[config.mk]
export PLATFORM = sky130hd
export DESIGN_NAME = frame_stream_deframer
export DESIGN_NICKNAME = d
export VERILOG_FILES = /design/src/fsdf_pkg.sv /design/src/fsdf_csr.sv /design/src/fsdf_hdr_check.sv /design/src/fsdf_parser.sv /design/src/frame_stream_deframer.sv
export VERILOG_INCLUDE_DIRS = /design/src /design/src/src
export SDC_FILE = /design/constraint.sdc
export NUM_CORES = 1
export LEC_CHECK = 0
export BUFFER_PORTS_ARGS = -buffer_cell sky130_fd_sc_hd__buf_2
export CELL_PAD_IN_SITES_DETAIL_PLACEMENT = 0
export CELL_PAD_IN_SITES_GLOBAL_PLACEMENT = 1
export CORE_MARGIN = 2
export CORE_UTILIZATION = 50
export DETAILED_ROUTE_END_ITERATION = 12
export PLACE_DENSITY = 0.82
export SYNTH_ARGS = -nofsm -noshare
export SYNTH_HDL_FRONTEND = slang
export SYNTH_HIERARCHICAL = 1
export SYNTH_SLANG_ARGS = --single-unit
[constraint.sdc]
create_clock -name clock -period 17.2 [get_ports clock]
set_input_delay 3.44 -clock clock [delete_from_list [all_inputs] [get_ports clock]]
set_output_delay 3.44 -clock clock [all_outputs]
set_load 0.01 [all_outputs]
[src/frame_stream_deframer_assert.svh]
// Assertion macros for the frame stream deframer.
// Each macro compiles to nothing in synthesis.
`ifndef FRAME_STREAM_DEFRAMER_ASSERT_SVH
`define FRAME_STREAM_DEFRAMER_ASSERT_SVH

`ifndef SYNTHESIS

// Same-cycle implication.
`define FSDF_ASSERT_IMP(name, clk, rst, ante, cons) \
   name: assert property (@(posedge clk) disable iff (rst) (ante) |-> (cons)) \
      else $error("fsdf assertion failed");

// Next-cycle implication.
`define FSDF_ASSERT_NEXT(name, clk, rst, ante, cons) \
   name: assert property (@(posedge clk) disable iff (rst) (ante) |=> (cons)) \
      else $error("fsdf assertion failed");

`else

`define FSDF_ASSERT_IMP(name, clk, rst, ante, cons)
`define FSDF_ASSERT_NEXT(name, clk, rst, ante, cons)

`endif

`endif

[src/fsdf_pkg.sv]
package fsdf_pkg;

   localparam int HEADER_BYTES = 32;
   localparam int PIXEL_BYTES  = 4;
   localparam int HDR_BITS     = HEADER_BYTES * 8;
   localparam int CNT_W        = 32;
   localparam int EXPECT_W     = 32 + $clog2(PIXEL_BYTES);

   localparam int CSR_IDX_W    = 3;
   localparam int CSR_DATA_W   = 32;
   localparam int REQ_DATA_W   = 8;
   localparam int RSP_DATA_W   = 144;
   localparam int RSP_USER_W   = 2;

   // header byte offsets
   localparam int OFS_MAGIC    = 0;
   localparam int OFS_VERSION  = 4;
   localparam int OFS_HDR_SIZE = 6;
   localparam int OFS_WIDTH    = 8;
   localparam int OFS_HEIGHT   = 12;
   localparam int OFS_FORMAT   = 16;
   localparam int OFS_PAYLOAD  = 20;
   localparam int OFS_SEQUENCE = 24;

   // 'P','T','S','B' read little-endian
   localparam logic [31:0] MAGIC_WORD = 32'h4253_5450;

   localparam logic [CSR_IDX_W-1:0] CSR_EXP_VERSION = 3'd0;
   localparam logic [CSR_IDX_W-1:0] CSR_FMT_CODE    = 3'd1;
   localparam logic [CSR_IDX_W-1:0] CSR_MAX_WIDTH   = 3'd2;
   localparam logic [CSR_IDX_W-1:0] CSR_MAX_HEIGHT  = 3'd3;
   localparam logic [CSR_IDX_W-1:0] CSR_MAX_PAYLOAD = 3'd4;

   typedef enum logic [1:0] {
      KIND_HEADER  = 2'd0,
      KIND_PAYLOAD = 2'd1,
      KIND_ERROR   = 2'd2
   } kind_type;

   typedef enum logic [2:0] {
      ERR_MAGIC        = 3'd0,
      ERR_VERSION      = 3'd1,
      ERR_HDR_SIZE     = 3'd2,
      ERR_FORMAT       = 3'd3,
      ERR_DIMENSIONS   = 3'd4,
      ERR_PAYLOAD_SIZE = 3'd5,
      ERR_STOPPED      = 3'd6
   } err_type;

   typedef enum logic [1:0] {
      PH_HEADER  = 2'd0,
      PH_PAYLOAD = 2'd1,
      PH_STOPPED = 2'd2
   } phase_type;

   typedef struct packed {
      logic [15:0] exp_version;
      logic [31:0] fmt_code;
      logic [15:0] max_width;
      logic [15:0] max_height;
      logic [31:0] max_payload;
   } cfg_type;

   typedef struct packed {
      logic    fail;
      err_type code;
   } chk_type;

   typedef struct packed {
      kind_type    kind;
      logic [7:0]  pixel;
      logic        frame_end;
      logic [15:0] width;
      logic [15:0] height;
      logic [31:0] payload;
      logic [63:0] seq;
      err_type     err;
   } rsp_type;

   typedef struct packed {
      phase_type        phase;
      logic [CNT_W-1:0] count;
      logic [CNT_W-1:0] size;
   } status_type;

endpackage

[src/fsdf_csr.sv]
module fsdf_csr
   import fsdf_pkg::*;
(
   input  logic                  clock,
   input  logic                  reset,
   input  logic                  csr_we,
   input  logic [CSR_IDX_W-1:0]  csr_index,
   input  logic [CSR_DATA_W-1:0] csr_wdata,
   output cfg_type               cfg
);

   cfg_type cfg_ff, cfg_in;

   always_comb begin
      cfg_in = cfg_ff;
      if (csr_we) begin
         unique case (csr_index)
            CSR_EXP_VERSION: cfg_in.exp_version = csr_wdata[15:0];
            CSR_FMT_CODE:    cfg_in.fmt_code    = csr_wdata[31:0];
            CSR_MAX_WIDTH:   cfg_in.max_width   = csr_wdata[15:0];
            CSR_MAX_HEIGHT:  cfg_in.max_height  = csr_wdata[15:0];
            CSR_MAX_PAYLOAD: cfg_in.max_payload = csr_wdata[31:0];
            default:         cfg_in = cfg_ff;   // unmapped index
         endcase
      end
   end

   always_ff @(posedge clock) begin
      if (reset) begin
         cfg_ff.exp_version <= 16'd1;
         cfg_ff.fmt_code    <= 32'd0;
         cfg_ff.max_width   <= 16'd8192;
         cfg_ff.max_height  <= 16'd8192;
         cfg_ff.max_payload <= 32'd268435456;
      end else begin
         cfg_ff <= cfg_in;
      end
   end

   assign cfg = cfg_ff;

endmodule

[src/fsdf_hdr_check.sv]
module fsdf_hdr_check
   import fsdf_pkg::*;
(
   input  logic [HDR_BITS-1:0] hdr,
   input  cfg_type             cfg,
   output chk_type             chk
);

   logic [31:0]         w32, h32, fmt, psize;
   logic [31:0]         area;
   logic [EXPECT_W-1:0] expect_bytes;
   logic                dims_bad;

   assign w32   = hdr[OFS_WIDTH*8   +: 32];
   assign h32   = hdr[OFS_HEIGHT*8  +: 32];
   assign fmt   = hdr[OFS_FORMAT*8  +: 32];
   assign psize = hdr[OFS_PAYLOAD*8 +: 32];

   assign dims_bad = (w32 == '0) || (h32 == '0) ||
                     (w32 > {16'd0, cfg.max_width}) || (h32 > {16'd0, cfg.max_height});

   // only meaningful when the dimensions passed, so 16 bits each suffice
   assign area         = 32'(w32[15:0]) * 32'(h32[15:0]);
   assign expect_bytes = EXPECT_W'(area) * EXPECT_W'(PIXEL_BYTES);

   always_comb begin
      chk.fail = 1'b1;
      chk.code = ERR_MAGIC;
      priority if (hdr[OFS_MAGIC*8 +: 32] != MAGIC_WORD) begin
         chk.code = ERR_MAGIC;
      end else if (hdr[OFS_VERSION*8 +: 16] != cfg.exp_version) begin
         chk.code = ERR_VERSION;
      end else if (hdr[OFS_HDR_SIZE*8 +: 16] != 16'(HEADER_BYTES)) begin
         chk.code = ERR_HDR_SIZE;
      end else if (fmt != cfg.fmt_code) begin
         chk.code = ERR_FORMAT;
      end else if (dims_bad) begin
         chk.code = ERR_DIMENSIONS;
      end else if ((expect_bytes > EXPECT_W'(cfg.max_payload)) ||
                   (EXPECT_W'(psize) != expect_bytes)) begin
         chk.code = ERR_PAYLOAD_SIZE;
      end else begin
         chk.fail = 1'b0;
      end
   end

endmodule

[src/fsdf_parser.sv]
module fsdf_parser
   import fsdf_pkg::*;
(
   input  logic       clock,
   input  logic       reset,
   input  cfg_type    cfg,
   input  logic       in_valid,
   input  logic       in_cmd,
   input  logic [7:0] in_byte,
   output logic       in_ready,
   output logic       out_valid,
   input  logic       out_ready,
   output rsp_type    rsp,
   output status_type status
);

   phase_type           phase_ff, phase_in;
   logic [CNT_W-1:0]    count_ff, count_in, count_plus;
   logic [CNT_W-1:0]    size_ff, size_in;
   logic [HDR_BITS-1:0] hdr_ff, hdr_in, hdr_now;
   logic                out_valid_ff, out_valid_in;
   rsp_type             rsp_ff, res;
   logic                res_valid;
   logic                fire, byte_fire, hdr_last, pay_last;
   chk_type             chk;

   assign in_ready   = !out_valid_ff || out_ready;
   assign fire       = in_valid && in_ready;
   assign byte_fire  = fire && !in_cmd;
   assign count_plus = count_ff + CNT_W'(1);
   assign hdr_last   = (count_ff == CNT_W'(HEADER_BYTES - 1));
   assign pay_last   = (count_plus >= size_ff);

   // header as it stands once this byte lands
   assign hdr_now = {in_byte, hdr_ff[HDR_BITS-1:8]};

   fsdf_hdr_check u_check (
      .hdr (hdr_now),
      .cfg (cfg),
      .chk (chk)
   );

   // next state
   always_comb begin
      phase_in = phase_ff;
      count_in = count_ff;
      size_in  = size_ff;
      hdr_in   = hdr_ff;
      if (fire && in_cmd) begin
         phase_in = PH_HEADER;
         count_in = '0;
         size_in  = '0;
      end else if (byte_fire) begin
         unique case (phase_ff)
            PH_HEADER: begin
               hdr_in = hdr_now;
               if (hdr_last) begin
                  count_in = '0;
                  if (chk.fail) begin
                     phase_in = PH_STOPPED;
                  end else begin
                     phase_in = PH_PAYLOAD;
                     size_in  = hdr_now[OFS_PAYLOAD*8 +: 32];
                  end
               end else begin
                  count_in = count_plus;
               end
            end
            PH_PAYLOAD: begin
               if (pay_last) begin
                  phase_in = PH_HEADER;
                  count_in = '0;
                  size_in  = '0;
               end else begin
                  count_in = count_plus;
               end
            end
            PH_STOPPED: phase_in = PH_STOPPED;
            default:    phase_in = PH_HEADER;
         endcase
      end
   end

   // result of the current byte
   always_comb begin
      res       = '0;
      res_valid = 1'b0;
      if (byte_fire) begin
         unique case (phase_ff)
            PH_HEADER: begin
               if (hdr_last) begin
                  res_valid = 1'b1;
                  if (chk.fail) begin
                     res.kind = KIND_ERROR;
                     res.err  = chk.code;
                  end else begin
                     res.kind    = KIND_HEADER;
                     res.width   = hdr_now[OFS_WIDTH*8    +: 16];
                     res.height  = hdr_now[OFS_HEIGHT*8   +: 16];
                     res.payload = hdr_now[OFS_PAYLOAD*8  +: 32];
                     res.seq     = hdr_now[OFS_SEQUENCE*8 +: 64];
                  end
               end
            end
            PH_PAYLOAD: begin
               res_valid     = 1'b1;
               res.kind      = KIND_PAYLOAD;
               res.pixel     = in_byte;
               res.frame_end = pay_last;
            end
            PH_STOPPED: begin
               res_valid = 1'b1;
               res.kind  = KIND_ERROR;
               res.err   = ERR_STOPPED;
            end
            default: res_valid = 1'b0;
         endcase
      end
   end

   assign out_valid_in = fire ? res_valid : (out_valid_ff && !out_ready);

   always_ff @(posedge clock) begin
      if (reset) begin
         phase_ff     <= PH_HEADER;
         count_ff     <= '0;
         size_ff      <= '0;
         out_valid_ff <= 1'b0;
      end else begin
         phase_ff     <= phase_in;
         count_ff     <= count_in;
         size_ff      <= size_in;
         out_valid_ff <= out_valid_in;
      end
   end

   always_ff @(posedge clock) begin
      hdr_ff <= hdr_in;
      if (fire && res_valid) begin
         rsp_ff <= res;
      end
   end

   assign out_valid    = out_valid_ff;
   assign rsp          = rsp_ff;
   assign status.phase = phase_ff;
   assign status.count = count_ff;
   assign status.size  = size_ff;

endmodule

[src/frame_stream_deframer.sv]
// Frame stream deframer. Takes one stream byte (or a parser-reset command,
// req_tuser = 1) per request and gives at most one result per request: a
// header result once all 32 header bytes are in and pass the checks (magic,
// version, header size, pixel format, dimensions, payload size equal to
// width*height*4 and <= max_payload), then one result per payload byte with
// rsp_tlast on the last byte of the frame, or one error result on a failed
// check, after which every byte is answered with a "stopped" error until a
// reset command. Throughput is one request per clock unless stalled; each
// passes the input register, then the parse/check stage into the result
// register. The header check, including the 16x16 width*height multiply,
// runs in the single cycle in which the 32nd header byte is parsed. Header
// bytes before the last and reset commands produce no result. Config
// registers may be written whenever no request is in flight.
`include "frame_stream_deframer_assert.svh"

module frame_stream_deframer
   import fsdf_pkg::*;
(
   input  logic                  clock,
   input  logic                  reset,

   input  logic                  req_tvalid,
   output logic                  req_tready,
   input  logic [REQ_DATA_W-1:0] req_tdata,   // [7:0] stream_byte
   input  logic                  req_tuser,   // [0] cmd: 1 = reset parser

   output logic                  rsp_tvalid,
   input  logic                  rsp_tready,
   // [7:0] pixel_byte, [23:8] frame_width, [39:24] frame_height,
   // [71:40] payload_length, [135:72] sequence_number,
   // [138:136] error_code, [143:139] zero
   output logic [RSP_DATA_W-1:0] rsp_tdata,
   output logic [RSP_USER_W-1:0] rsp_tuser,   // [1:0] kind
   output logic                  rsp_tlast,   // frame_end

   input  logic                  csr_we,
   input  logic [CSR_IDX_W-1:0]  csr_index,
   input  logic [CSR_DATA_W-1:0] csr_wdata
);

   cfg_type    cfg;
   rsp_type    rsp;
   status_type status;

   // input register
   logic       in_valid_ff, in_valid_in;
   logic       in_cmd_ff;
   logic [7:0] in_byte_ff;
   logic       proc_ready;
   logic       proc_fire;
   logic       req_fire;

   assign proc_fire  = in_valid_ff && proc_ready;
   assign req_tready = !in_valid_ff || proc_ready;
   assign req_fire   = req_tvalid && req_tready;
   assign in_valid_in = req_fire || (in_valid_ff && !proc_ready);

   always_ff @(posedge clock) begin
      if (reset) begin
         in_valid_ff <= 1'b0;
      end else begin
         in_valid_ff <= in_valid_in;
      end
   end

   always_ff @(posedge clock) begin
      if (req_fire) begin
         in_cmd_ff  <= req_tuser;
         in_byte_ff <= req_tdata;
      end
   end

   fsdf_csr u_csr (
      .clock     (clock),
      .reset     (reset),
      .csr_we    (csr_we),
      .csr_index (csr_index),
      .csr_wdata (csr_wdata),
      .cfg       (cfg)
   );

   // parse/check stage with result register
   fsdf_parser u_parser (
      .clock     (clock),
      .reset     (reset),
      .cfg       (cfg),
      .in_valid  (in_valid_ff),
      .in_cmd    (in_cmd_ff),
      .in_byte   (in_byte_ff),
      .in_ready  (proc_ready),
      .out_valid (rsp_tvalid),
      .out_ready (rsp_tready),
      .rsp       (rsp),
      .status    (status)
   );

   assign rsp_tdata = {5'd0, rsp.err, rsp.seq, rsp.payload, rsp.height, rsp.width, rsp.pixel};
   assign rsp_tuser = rsp.kind;
   assign rsp_tlast = rsp.frame_end;

   // frame end only ever marks a payload byte
   `FSDF_ASSERT_IMP(a_tlast_payload, clock, reset, rsp_tvalid && rsp_tlast, rsp_tuser == KIND_PAYLOAD)

   // the payload counter never reaches the frame size while in a frame
   `FSDF_ASSERT_IMP(a_count_in_frame, clock, reset, status.phase == PH_PAYLOAD, status.count < status.size)

   // a reset command returns the parser to the start of a header
   `FSDF_ASSERT_NEXT(a_cmd_clears, clock, reset, proc_fire && in_cmd_ff, status.phase == PH_HEADER && status.count == '0)

endmodule
==> metrics.md, run 1 <==
| Metric | Value |
|---|---|
| Outcome | `finished, final reports clean` |
| CTS Root Buffer Type | `clkbuf_16` |
| CTS Buf Count | `59` |
| Crit path DAT | `11.24 ns` |
| CP startpoint | `u_parser/hdr_ff[113]$_DFFE_PP_` |
| Main area contributors after synthesis | `edfxtp_1 (35%), fa_1 (11%), dfxtp_1 (11%), ha_1 (7.5%), and2_1 (4.6%)` |
| Number of synthesized flops with an enable pin | `399` |
| Later-pin clock latency in the skew report | `0.66 ns` |
| Seq cells post-synth | `579` |
| Routed vias | `22800` |
| First-pass GRT wire length | `140 mm` |
| Detailed-route DRC error count | `0` |
| Final period utilization | `62.4%` |
| Post-synthesis sequential area ratio | `45.9%` |
| Share of cells above drive strength 1 | `11.4%` |
| Max-Cap Viols | `0` |
| Power Density | `141 nW/um2` |
| Setup TNS | `0 ns` |
| CP Class | `register to register` |
| Critical path's most frequent cell | `fa_1` |
| CTS tree | `built` |
| Tot GR Track Use | `26.2%` |
| WL met2 | `45.4 mm` |
| GRT Residual Overflow | `0` |
| Post-CTS setup buffer count | `0` |
| Die area | `70000 um2` |
| Clock tree sinks | `579` |
| Final Skew | `0.0870 ns` |
| Final setup fails | `0` |
| Avg WL per Cell | `22.5 um` |
| Cts hold-fix bufs | `0` |
| Die Width | `265 um` |
| Count of cell types in the netlist | `97` |
| Largest net degree at the start of global routing | `102` |
| Boundary Pins | `198` |
| CP max-delay cell | `edfxtp_1` |
| Initial DRC count | `1616` |
| Count of nets after finishing | `3601` |
| Area leader, netlist | `edfxtp_1` |
| Uppermost layer routed | `met5` |
| VDD IR-drop max | `116 uV` |
| Avg Cell Area, Syn | `11.3 um2` |
| Synth top area share | `35.3%` |
| Post-Syn Instances | `2993` |
| Power Total | `5.31 mW` |
| Slew HR | `15.5%` |
| Worst-margin pin slew | `1.26 ns` |
| Fmax | `93.2 MHz` |
| Post-Syn Area | `33900 um2` |
| Initial antenna violation count | `2` |
| Worst Path Max Fanout | `32` |
| Port buffer count | `192` |
| WL final | `91.8 mm` |
| Final min period | `10.73 ns` |
| Diodes inserted | `0` |
| Starting Density | `50.5%` |
| Hold Violations, Final | `0` |
| Worst Hold Slack | `0.423 ns` |
| Main synth FF type | `edfxtp_1` |
| Area delta synth->final | `11.0%` |
| Post-DP HPWL | `67.1 mm` |
| # rows | `95` |
| Metal-1 WL | `38.1 mm` |
| Core area | `67200 um2` |
| H-tree depth | `2` |
| Hold path startpoint | `u_parser/hdr_ff[65]$_DFFE_PP_` |
| CP delay by family, top | `adder cells` |
| DIE HEIGHT | `265 um` |
| Post-CTS Resized | `0` |
| Top post-synthesis cells by count | `edfxtp_1 (399), inv_1 (350), and2_1 (250)` |
| Antenna-violating nets left | `0` |
| Min-Delay Path Class | `register to register` |
| Reg2Reg Launch Point | `u_parser/hdr_ff[113]$_DFFE_PP_` |
| Leak Pwr | `16.0 nW` |
| Most common cell in the netlist | `edfxtp_1` |
| Slowest stage delay, CP | `1.06 ns` |
| Via density | `5.59` |
| Longest Clk Path Bufs | `3` |
| CP Launch Type | `register` |
| Ys async rst share | `0%` |
| Initial DRT Pass Iterations | `5` |
| RSZ-0062 raised after global routing | `false` |
| Fin. max-slew vios | `0` |
| Total number of yosys warnings | `6` |
| Buf/Inv on CP | `5` |
| CP required | `17.71 ns` |
| Gpl congestion | `0.944` |
| Worst-path clk slew | `0.06 ns` |
| Vias in the first global route | `23500` |
| WL met3 | `5.29 mm` |
| CP endpoint kind | `register` |
## path summary, 6_finish.rpt
kind | end | slack (ns) | depth (start not counted)
max | u_parser/size_ff[11]$_SDFFE_PP0P_ | 6.47 | 33
min | u_parser/hdr_ff[57]$_DFFE_PP_ | 0.42 | 0
max reg2reg | u_parser/size_ff[11]$_SDFFE_PP0P_ | 6.47 | 33
min reg2reg | u_parser/hdr_ff[57]$_DFFE_PP_ | 0.42 | 0
## where the power goes
group	internal (mW)	total, mW	switching [mW]
sequential	1.50	1.53	0.0264
clock	0.718	1.28	0.558
combinational	0.899	2.50	1.61
## metal layers
layer	track usage, %	up-vias
met5	0	-
met4	8.23	2
met3	3.55	165
met2	45.5	784
met1	34.2	11300
li1	-	10500
## flip-flops by register name, summed over array words and instances (netlist names)
register            cells
in_byte_ff              8
u_parser/count_ff      32
u_parser/phase_ff       2
u_parser/size_ff       32
in_cmd_ff               1
u_parser/rsp          142
in_valid_ff             1
u_csr/cfg             112
u_parser/hdr_ff       248
u_parser/out_valid      1
## cells by family after synthesis
group                    Yosys count  synth area share [%]
AO/OA/AOI/OAI                    301                  6.15
XOR/XNOR                         133                  3.58
adder cells (fa/ha/maj)          397                  18.9
buffers and inverters            476                  5.62
flip-flops                       579                  45.9
multiplexers                     117                  3.47
other                              1                0.0111
AND/OR/NAND/NOR                  989                  16.3
## through the flow
step	util, %	setup slack (ns)	area, um2	cells
after floorplan	-	2.12	33900	2997
after global placement	53.1	6.68	35700	3967
after detailed placement	53.1	6.63	35700	3967
after CTS	56.1	6.61	37600	4079
after global routing	56.1	5.95	37600	4079
final	56.1	6.47	37600	4079
## layout make-up
cell class | instances | area [um2]
Clock buffer | 73 | 1570
Sequential cell | 579 | 15600
Tap cell | 873 | 1090
Inverter | 351 | 1320
Clock inverter | 39 | 394
Multi-Input combinational cell | 1942 | 16500
Timing Repair Buffer | 222 | 1190
Fill cell | 5675 | 29500
## placed cells by master, fill, tap and decap left out, drive strengths merged, types with 114 or more instances in the layout
master  Yosys  layout
ha        203     203
edfxtp    399     399
nand2b    151     151
and2      252     252
dfxtp     180     180
inv       351     353
fa        194     194
mux2i     114     114
buf        38     222
nand2     249     249
## worst reg2reg max path, delay by kind of cell, from the launching register on
family                   cells  cell delay, ns
adder cells (fa/ha/maj)      8            4.17
AND/OR/NAND/NOR             12            2.81
AO/OA/AOI/OAI                7            1.87
flip-flops                   1            1.06
buffers and inverters        5            0.60
XOR/XNOR                     1            0.17
No activity file was read; power rests on OpenSTA's default activity.
==> inputs of run 2 (changes only) <==
- clock period: 17.2 -> 10.5 ns (I/O delays scaled with it)
==> metrics.md, run 2 (synthesis gave the netlist of run 1 again) <==
| Metric | Value |
|---|---|
| Sequential share of power | `27.9%` |
| Final Skew | `0.0797 ns` |
| Worst-path clk slew | `0.06 ns` |
| Initial DRC count | `1797` |
| Clock tree sinks | `579` |
| Core area | `67200 um2` |
| DIE HEIGHT | `265 um` |
| Later-pin clock latency in the skew report | `0.66 ns` |
| Max reg flops | `248` |
| CTS Root Buffer Type | `clkbuf_16` |
| Fmax | `99.6 MHz` |
| Die Width | `265 um` |
| Power Density | `234 nW/um2` |
| Commonest non-fill, non-tap cell in the layout | `edfxtp_1` |
| Initial DRT Pass Iterations | `8` |
| Starting Density | `50.5%` |
| Gate power share | `47.7%` |
| R2r setup slk | `0.46 ns` |
| CP Launch Type | `register` |
| Avg WL per Cell | `22.3 um` |
| Count of nets after finishing | `3653` |
| Slew HR | `24.7%` |
| Initial antenna violation count | `0` |
| Port buffer count | `192` |
| Final period utilization | `95.7%` |
| # rows | `95` |
| Share of cells above drive strength 1 | `12.6%` |
| Area delta synth->final | `12.5%` |
| Diodes inserted | `0` |
| Worst Path Max Fanout | `32` |
| CTS tree | `built` |
| Final cell count without fillers | `4133` |
| Inst Count DP | `4006` |
| Min-Delay Path Class | `register to register` |
| Slowest stage delay, CP | `0.63 ns` |
| Final min period | `10.04 ns` |
| Routed vias | `22900` |
| Worst Hold Slack | `0.409 ns` |
| Largest net degree at the start of global routing | `163` |
| Switching Share | `41.0%` |
| Worst-margin pin slew | `1.13 ns` |
| Most frequent cells in the layout | `edfxtp_1 (399), inv_1 (350), and2_1 (250)` |
| RSZ-0062 raised after global routing | `false` |
| H-tree depth | `2` |
| NetSw | `3.67 mW` |
| First-pass GRT wire length | `143 mm` |
| CP max-delay cell | `edfxtp_1` |
| Fillers | `5601` |
| Crit path DAT | `10.55 ns` |
| Die area | `70000 um2` |
| Post-DP HPWL | `69.9 mm` |
| Setup TNS | `0 ns` |
| Boundary Pins | `198` |
| Antenna-violating nets left | `0` |
| Largest Register | `u_parser/hdr_ff` |
| Fin. max-slew vios | `0` |
| Outcome | `finished, final reports clean` |
| CTS Buf Count | `61` |
| CP endpoint kind | `register` |
| CP required | `11.01 ns` |
| CP Class | `register to register` |
| Max-Cap Viols | `0` |
| Internal | `5.28 mW` |
| Final setup fails | `0` |
| Detailed-route DRC error count | `0` |
| WL final | `92.2 mm` |
| Power Total | `8.95 mW` |
| Critical path's most frequent cell | `fa_1` |
| GRT Residual Overflow | `0` |
| Via density | `5.54` |
| Hold Violations, Final | `0` |
| Vias in the first global route | `23800` |
| Leak Pwr | `16.2 nW` |
| Clock power share | `24.4%` |
| VDD IR-drop max | `214 uV` |
| Tot GR Track Use | `26.6%` |
| Longest Clk Path Bufs | `3` |
| Gpl congestion | `0.939` |
==> run 2: cell types whose count changed in the layout (fill, tap and decap cells not counted), sizes merged <==
cell      before  now
inv          353  355
clkinv        29   14
clkbuf        73   90
bufinv         4    5
clkinvlp       4    3
buf          222  272
==> run 2: critical path: cells and delay by family (launching register included) <==
| family | cells | cell delay, ns |
|---|---|---|
| buffers and inverters | 6 | 0.63 |
| AO/OA/AOI/OAI | 7 | 1.67 |
| adder cells (fa/ha/maj) | 8 | 3.87 |
| AND/OR/NAND/NOR | 12 | 2.73 |
| XOR/XNOR | 1 | 0.40 |
| flip-flops | 1 | 0.63 |
==> run 2: routing by layer <==
layer | vias up | part of all wire [%] | track usage [%]
met3 | 175 | 5.6 | 3.86
met4 | 0 | 3.5 | 9.31
met2 | 725 | 49 | 45.6
li1 | 10600 | - | -
met5 | - | 0 | 0
met1 | 11400 | 42 | 34.6
==> run 2: path summary, 6_finish.rpt <==
kind | startpoint | cells past startpoint | to
setup reg to reg | u_parser/hdr_ff[79]$_DFFE_PP_ | 34 | u_parser/size_ff[19]$_SDFFE_PP0P_
hold / removal | u_parser/hdr_ff[56]$_DFFE_PP_ | 0 | u_parser/hdr_ff[48]$_DFFE_PP_
hold reg to reg | u_parser/hdr_ff[56]$_DFFE_PP_ | 0 | u_parser/hdr_ff[48]$_DFFE_PP_
setup / recovery | u_parser/hdr_ff[79]$_DFFE_PP_ | 34 | u_parser/size_ff[19]$_SDFFE_PP0P_
==> run 2: per-stage QoR <==
stage	worst slack, ns	area, um2	util [%]
finish	0.456	38200	56.8
floorplan	1.12	34000	-
detailed placement	0.306	36000	53.6
global route	0.0260	38200	56.8
CTS	0.265	38100	56.7
global placement	0.277	36000	53.6
==> run 2: layout make-up <==
class                   count  area, um2  area share (%)
repair buffers            272       1610            4.22
flip-flops and latches    579      15600            40.8
inverters                 351       1320            3.45
clock inverters            26        340           0.892
well taps                 873       1090            2.86
clock buffers              90       1720            4.50
multi-input cells        1942      16500            43.2
==> run 2: power groups by stage <==
| stage | Combinational (mW) | Clock (mW) | Sequential [mW] |
|---|---|---|---|
| floorplan | 2.83 | 0 | 2.54 |
| global placement | 4.17 | 0 | 2.55 |
| detailed placement | 4.19 | 0 | 2.55 |
| CTS | 4.21 | 2.22 | 2.50 |
| global route | 4.70 | 2.30 | 2.50 |
| finish | 4.27 | 2.18 | 2.50 |
==> run 2: what timing repair did <==
action / in CTS / in global routing
endpoints found under the setup margin: 0 / 149
gates resized for setup: 0 / 2
setup buffers: 0 / 11
hold buffers: 0 / 0
==> inputs of run 3 (changes only) <==
- CORE_UTILIZATION: 50 -> 45
- PLACE_DENSITY: 0.82 -> 0.78
- clock period: 10.5 -> 8.81 ns (I/O delays scaled with it)
==> metrics.md, run 3 (synthesis gave the netlist of run 1 again) <==
| Metric | Value |
|---|---|
| Outcome | `finished, violations left` |
| Failing checks | `negative setup slack` |
| Final min period | `8.87 ns` |
| H-tree depth | `2` |
| Initial DRT Pass Iterations | `7` |
| RSZ-0062 raised after global routing | `true` |
| Fin. max-slew vios | `0` |
| WHS Path Cells | `0` |
| Boundary Pins | `198` |
| Max-Cap Viols | `0` |
| Antenna-violating nets left | `0` |
| WL met2 | `47.5 mm` |
| Final Skew | `0.0450 ns` |
| Later-pin clock latency in the skew report | `0.64 ns` |
| Starting Density | `45.5%` |
| Die Width | `279 um` |
| Vias in the first global route | `24800` |
| Hold Violations, Final | `0` |
| Avg WL per Cell | `21.9 um` |
| Via density | `5.42` |
| Most frequent cells in the layout | `edfxtp_1 (399), inv_1 (342), buf_4 (251)` |
| R2r setup slk | `-0.06 ns` |
| Leak Pwr | `17.6 nW` |
| # rows | `100` |
| Share of cells above drive strength 1 | `21.5%` |
| CP endpoint kind | `register` |
| CP max-delay cell | `fa_1` |
| Worst-margin pin slew | `1.19 ns` |
| Reg2Reg Launch Point | `u_parser/hdr_ff[110]$_DFFE_PP_` |
| WL met3 | `6.13 mm` |
| Worst Path Max Fanout | `6` |
| VDD IR-drop max | `334 uV` |
| Initial DRC count | `1843` |
| Die area | `77600 um2` |
| Hold path startpoint | `u_parser/hdr_ff[244]$_DFFE_PP_` |
| Slew HR | `20.3%` |
| Gpl congestion | `0.951` |
| Final period utilization | `101%` |
| Clock tree sinks | `579` |
| CTS tree | `built` |
| Min-Delay Path Class | `register to register` |
| Metal-1 WL | `40.1 mm` |
| Initial antenna violation count | `6` |
| Area delta synth->final | `20.5%` |
| Critical path's most frequent cell | `fa_1` |
| CTS Buf Count | `58` |
| DIE HEIGHT | `279 um` |
| Fmax | `113 MHz` |
| Largest Register | `u_parser/hdr_ff` |
| Cts hold-fix bufs | `0` |
| Uppermost layer routed | `met5` |
| First-pass GRT wire length | `146 mm` |
| Crit path DAT | `9.38 ns` |
| Post-DP HPWL | `72.0 mm` |
| Worst reg2reg path depth | `37` |
| Detailed-route DRC error count | `0` |
| Power Density | `310 nW/um2` |
| Largest net degree at the start of global routing | `167` |
| Commonest non-fill, non-tap cell in the layout | `edfxtp_1` |
| CTS Root Buffer Type | `clkbuf_16` |
| Count of nets after finishing | `3863` |
| Port buffer count | `192` |
| Longest Clk Path Bufs | `3` |
| Slowest stage delay, CP | `0.58 ns` |
| WL final | `97.3 mm` |
| GRT Residual Overflow | `0` |
| Tot GR Track Use | `24.6%` |
| Final setup margin | `-0.0633 ns` |
| Routed vias | `24000` |
| Dpl ws | `-0.727 ns` |
| Worst-path clk slew | `0.07 ns` |
| Power Total | `12.7 mW` |
| Final setup fails | `121` |
| Core area | `74600 um2` |
| CP Class | `register to register` |
| Max reg flops | `248` |
| CP Launch Type | `register` |
| CP required | `9.32 ns` |
| Critical R2R Capture | `u_parser/rsp[68]$_SDFFCE_PP0P_` |
| Hold Path End | `u_parser/hdr_ff[236]$_DFFE_PP_` |
-- run 3: cell types whose count changed in the layout (fill, tap and decap cells not counted), sizes merged --
cell      previous run  this run
buf                272       478
bufinv               5        11
clkbuf              90        73
clkinv              14        25
clkinvlp             3         5
diode                0         2
inv                355       354
-- run 3: worst max-delay path: cells and delay by family, from the launching register on --
kind	cells	cell delay, ns
AO/OA/AOI/OAI	6	1.40
XOR/XNOR	1	0.19
adder cells (fa/ha/maj)	8	3.75
buffers and inverters	12	1.48
flip-flops	1	0.45
AND/OR/NAND/NOR	10	1.51
-- run 3: metal layers --
| layer | GRT usage, % | vias up |
|---|---|---|
| li1 | - | 11000 |
| met1 | 32.1 | 12000 |
| met2 | 41.7 | 856 |
| met3 | 3.69 | 193 |
| met4 | 8.45 | 4 |
| met5 | 0 | - |
-- run 3: metrics by stage --
stage / setup TNS, ns / area [um2] / util, % / instances / hold WS [ns]
finish: -1.90 / 40900 / 54.8 / 4438 / 0.437
global route: -51.79 / 40900 / 54.8 / 4436 / 0.440
CTS: -14.67 / 40200 / 54.0 / 4410 / 0.440
detailed placement: -108.09 / 37400 / 50.1 / 4264 / 0.425
global placement: -122.39 / 37400 / 50.1 / 4264 / 0.421
floorplan: 0 / 34000 / - / 2997 / 0.417
-- run 3: worst max path at each step --
stage / startpoint / to / slack, ns / depth (start not counted)
3_5_place_dp: u_parser/hdr_ff[80]$_DFFE_PP_ / u_parser/rsp[112]$_SDFFCE_PP0P_ / -0.73 / 34
6_report: u_parser/hdr_ff[110]$_DFFE_PP_ / u_parser/rsp[68]$_SDFFCE_PP0P_ / -0.06 / 37
2_1_floorplan: u_parser/hdr_ff[113]$_DFFE_PP_ / u_parser/size_ff[10]$_SDFFE_PP0P_ / 0.05 / 34
5_1_grt: u_parser/hdr_ff[110]$_DFFE_PP_ / u_parser/rsp[68]$_SDFFCE_PP0P_ / -0.38 / 38
4_1_cts: u_parser/hdr_ff[110]$_DFFE_PP_ / u_parser/rsp[36]$_SDFFCE_PP0P_ / -0.13 / 36
3_3_place_gp: u_parser/hdr_ff[80]$_DFFE_PP_ / u_parser/rsp[106]$_SDFFCE_PP0P_ / -0.79 / 34
-- run 3: layout make-up --
type	instances	area (um2)
clock buffer	66	1560
timing repair buffer	485	3560
inverter	351	1320
antenna	2	5.00
fill	6357	33700
tap	969	1210
multi-input combinational	1942	17100
sequential	579	15600
clock inverter	44	559
-- run 3: timing repair --
item                                   in CTS  in global routing
pin swaps                                  42                 48
buffers inserted                           32                 22
setup endpoints to repair                 166                166
cloned                                      4                  8
resized for setup                          88                 89
endpoints found under the hold margin       0                  0
-- run 3: power by group --
part	total, mW	internal, mW	switching (mW)
clock	2.70	1.60	1.09
combinational	7.00	3.24	3.76
sequential	2.98	2.94	0.0398
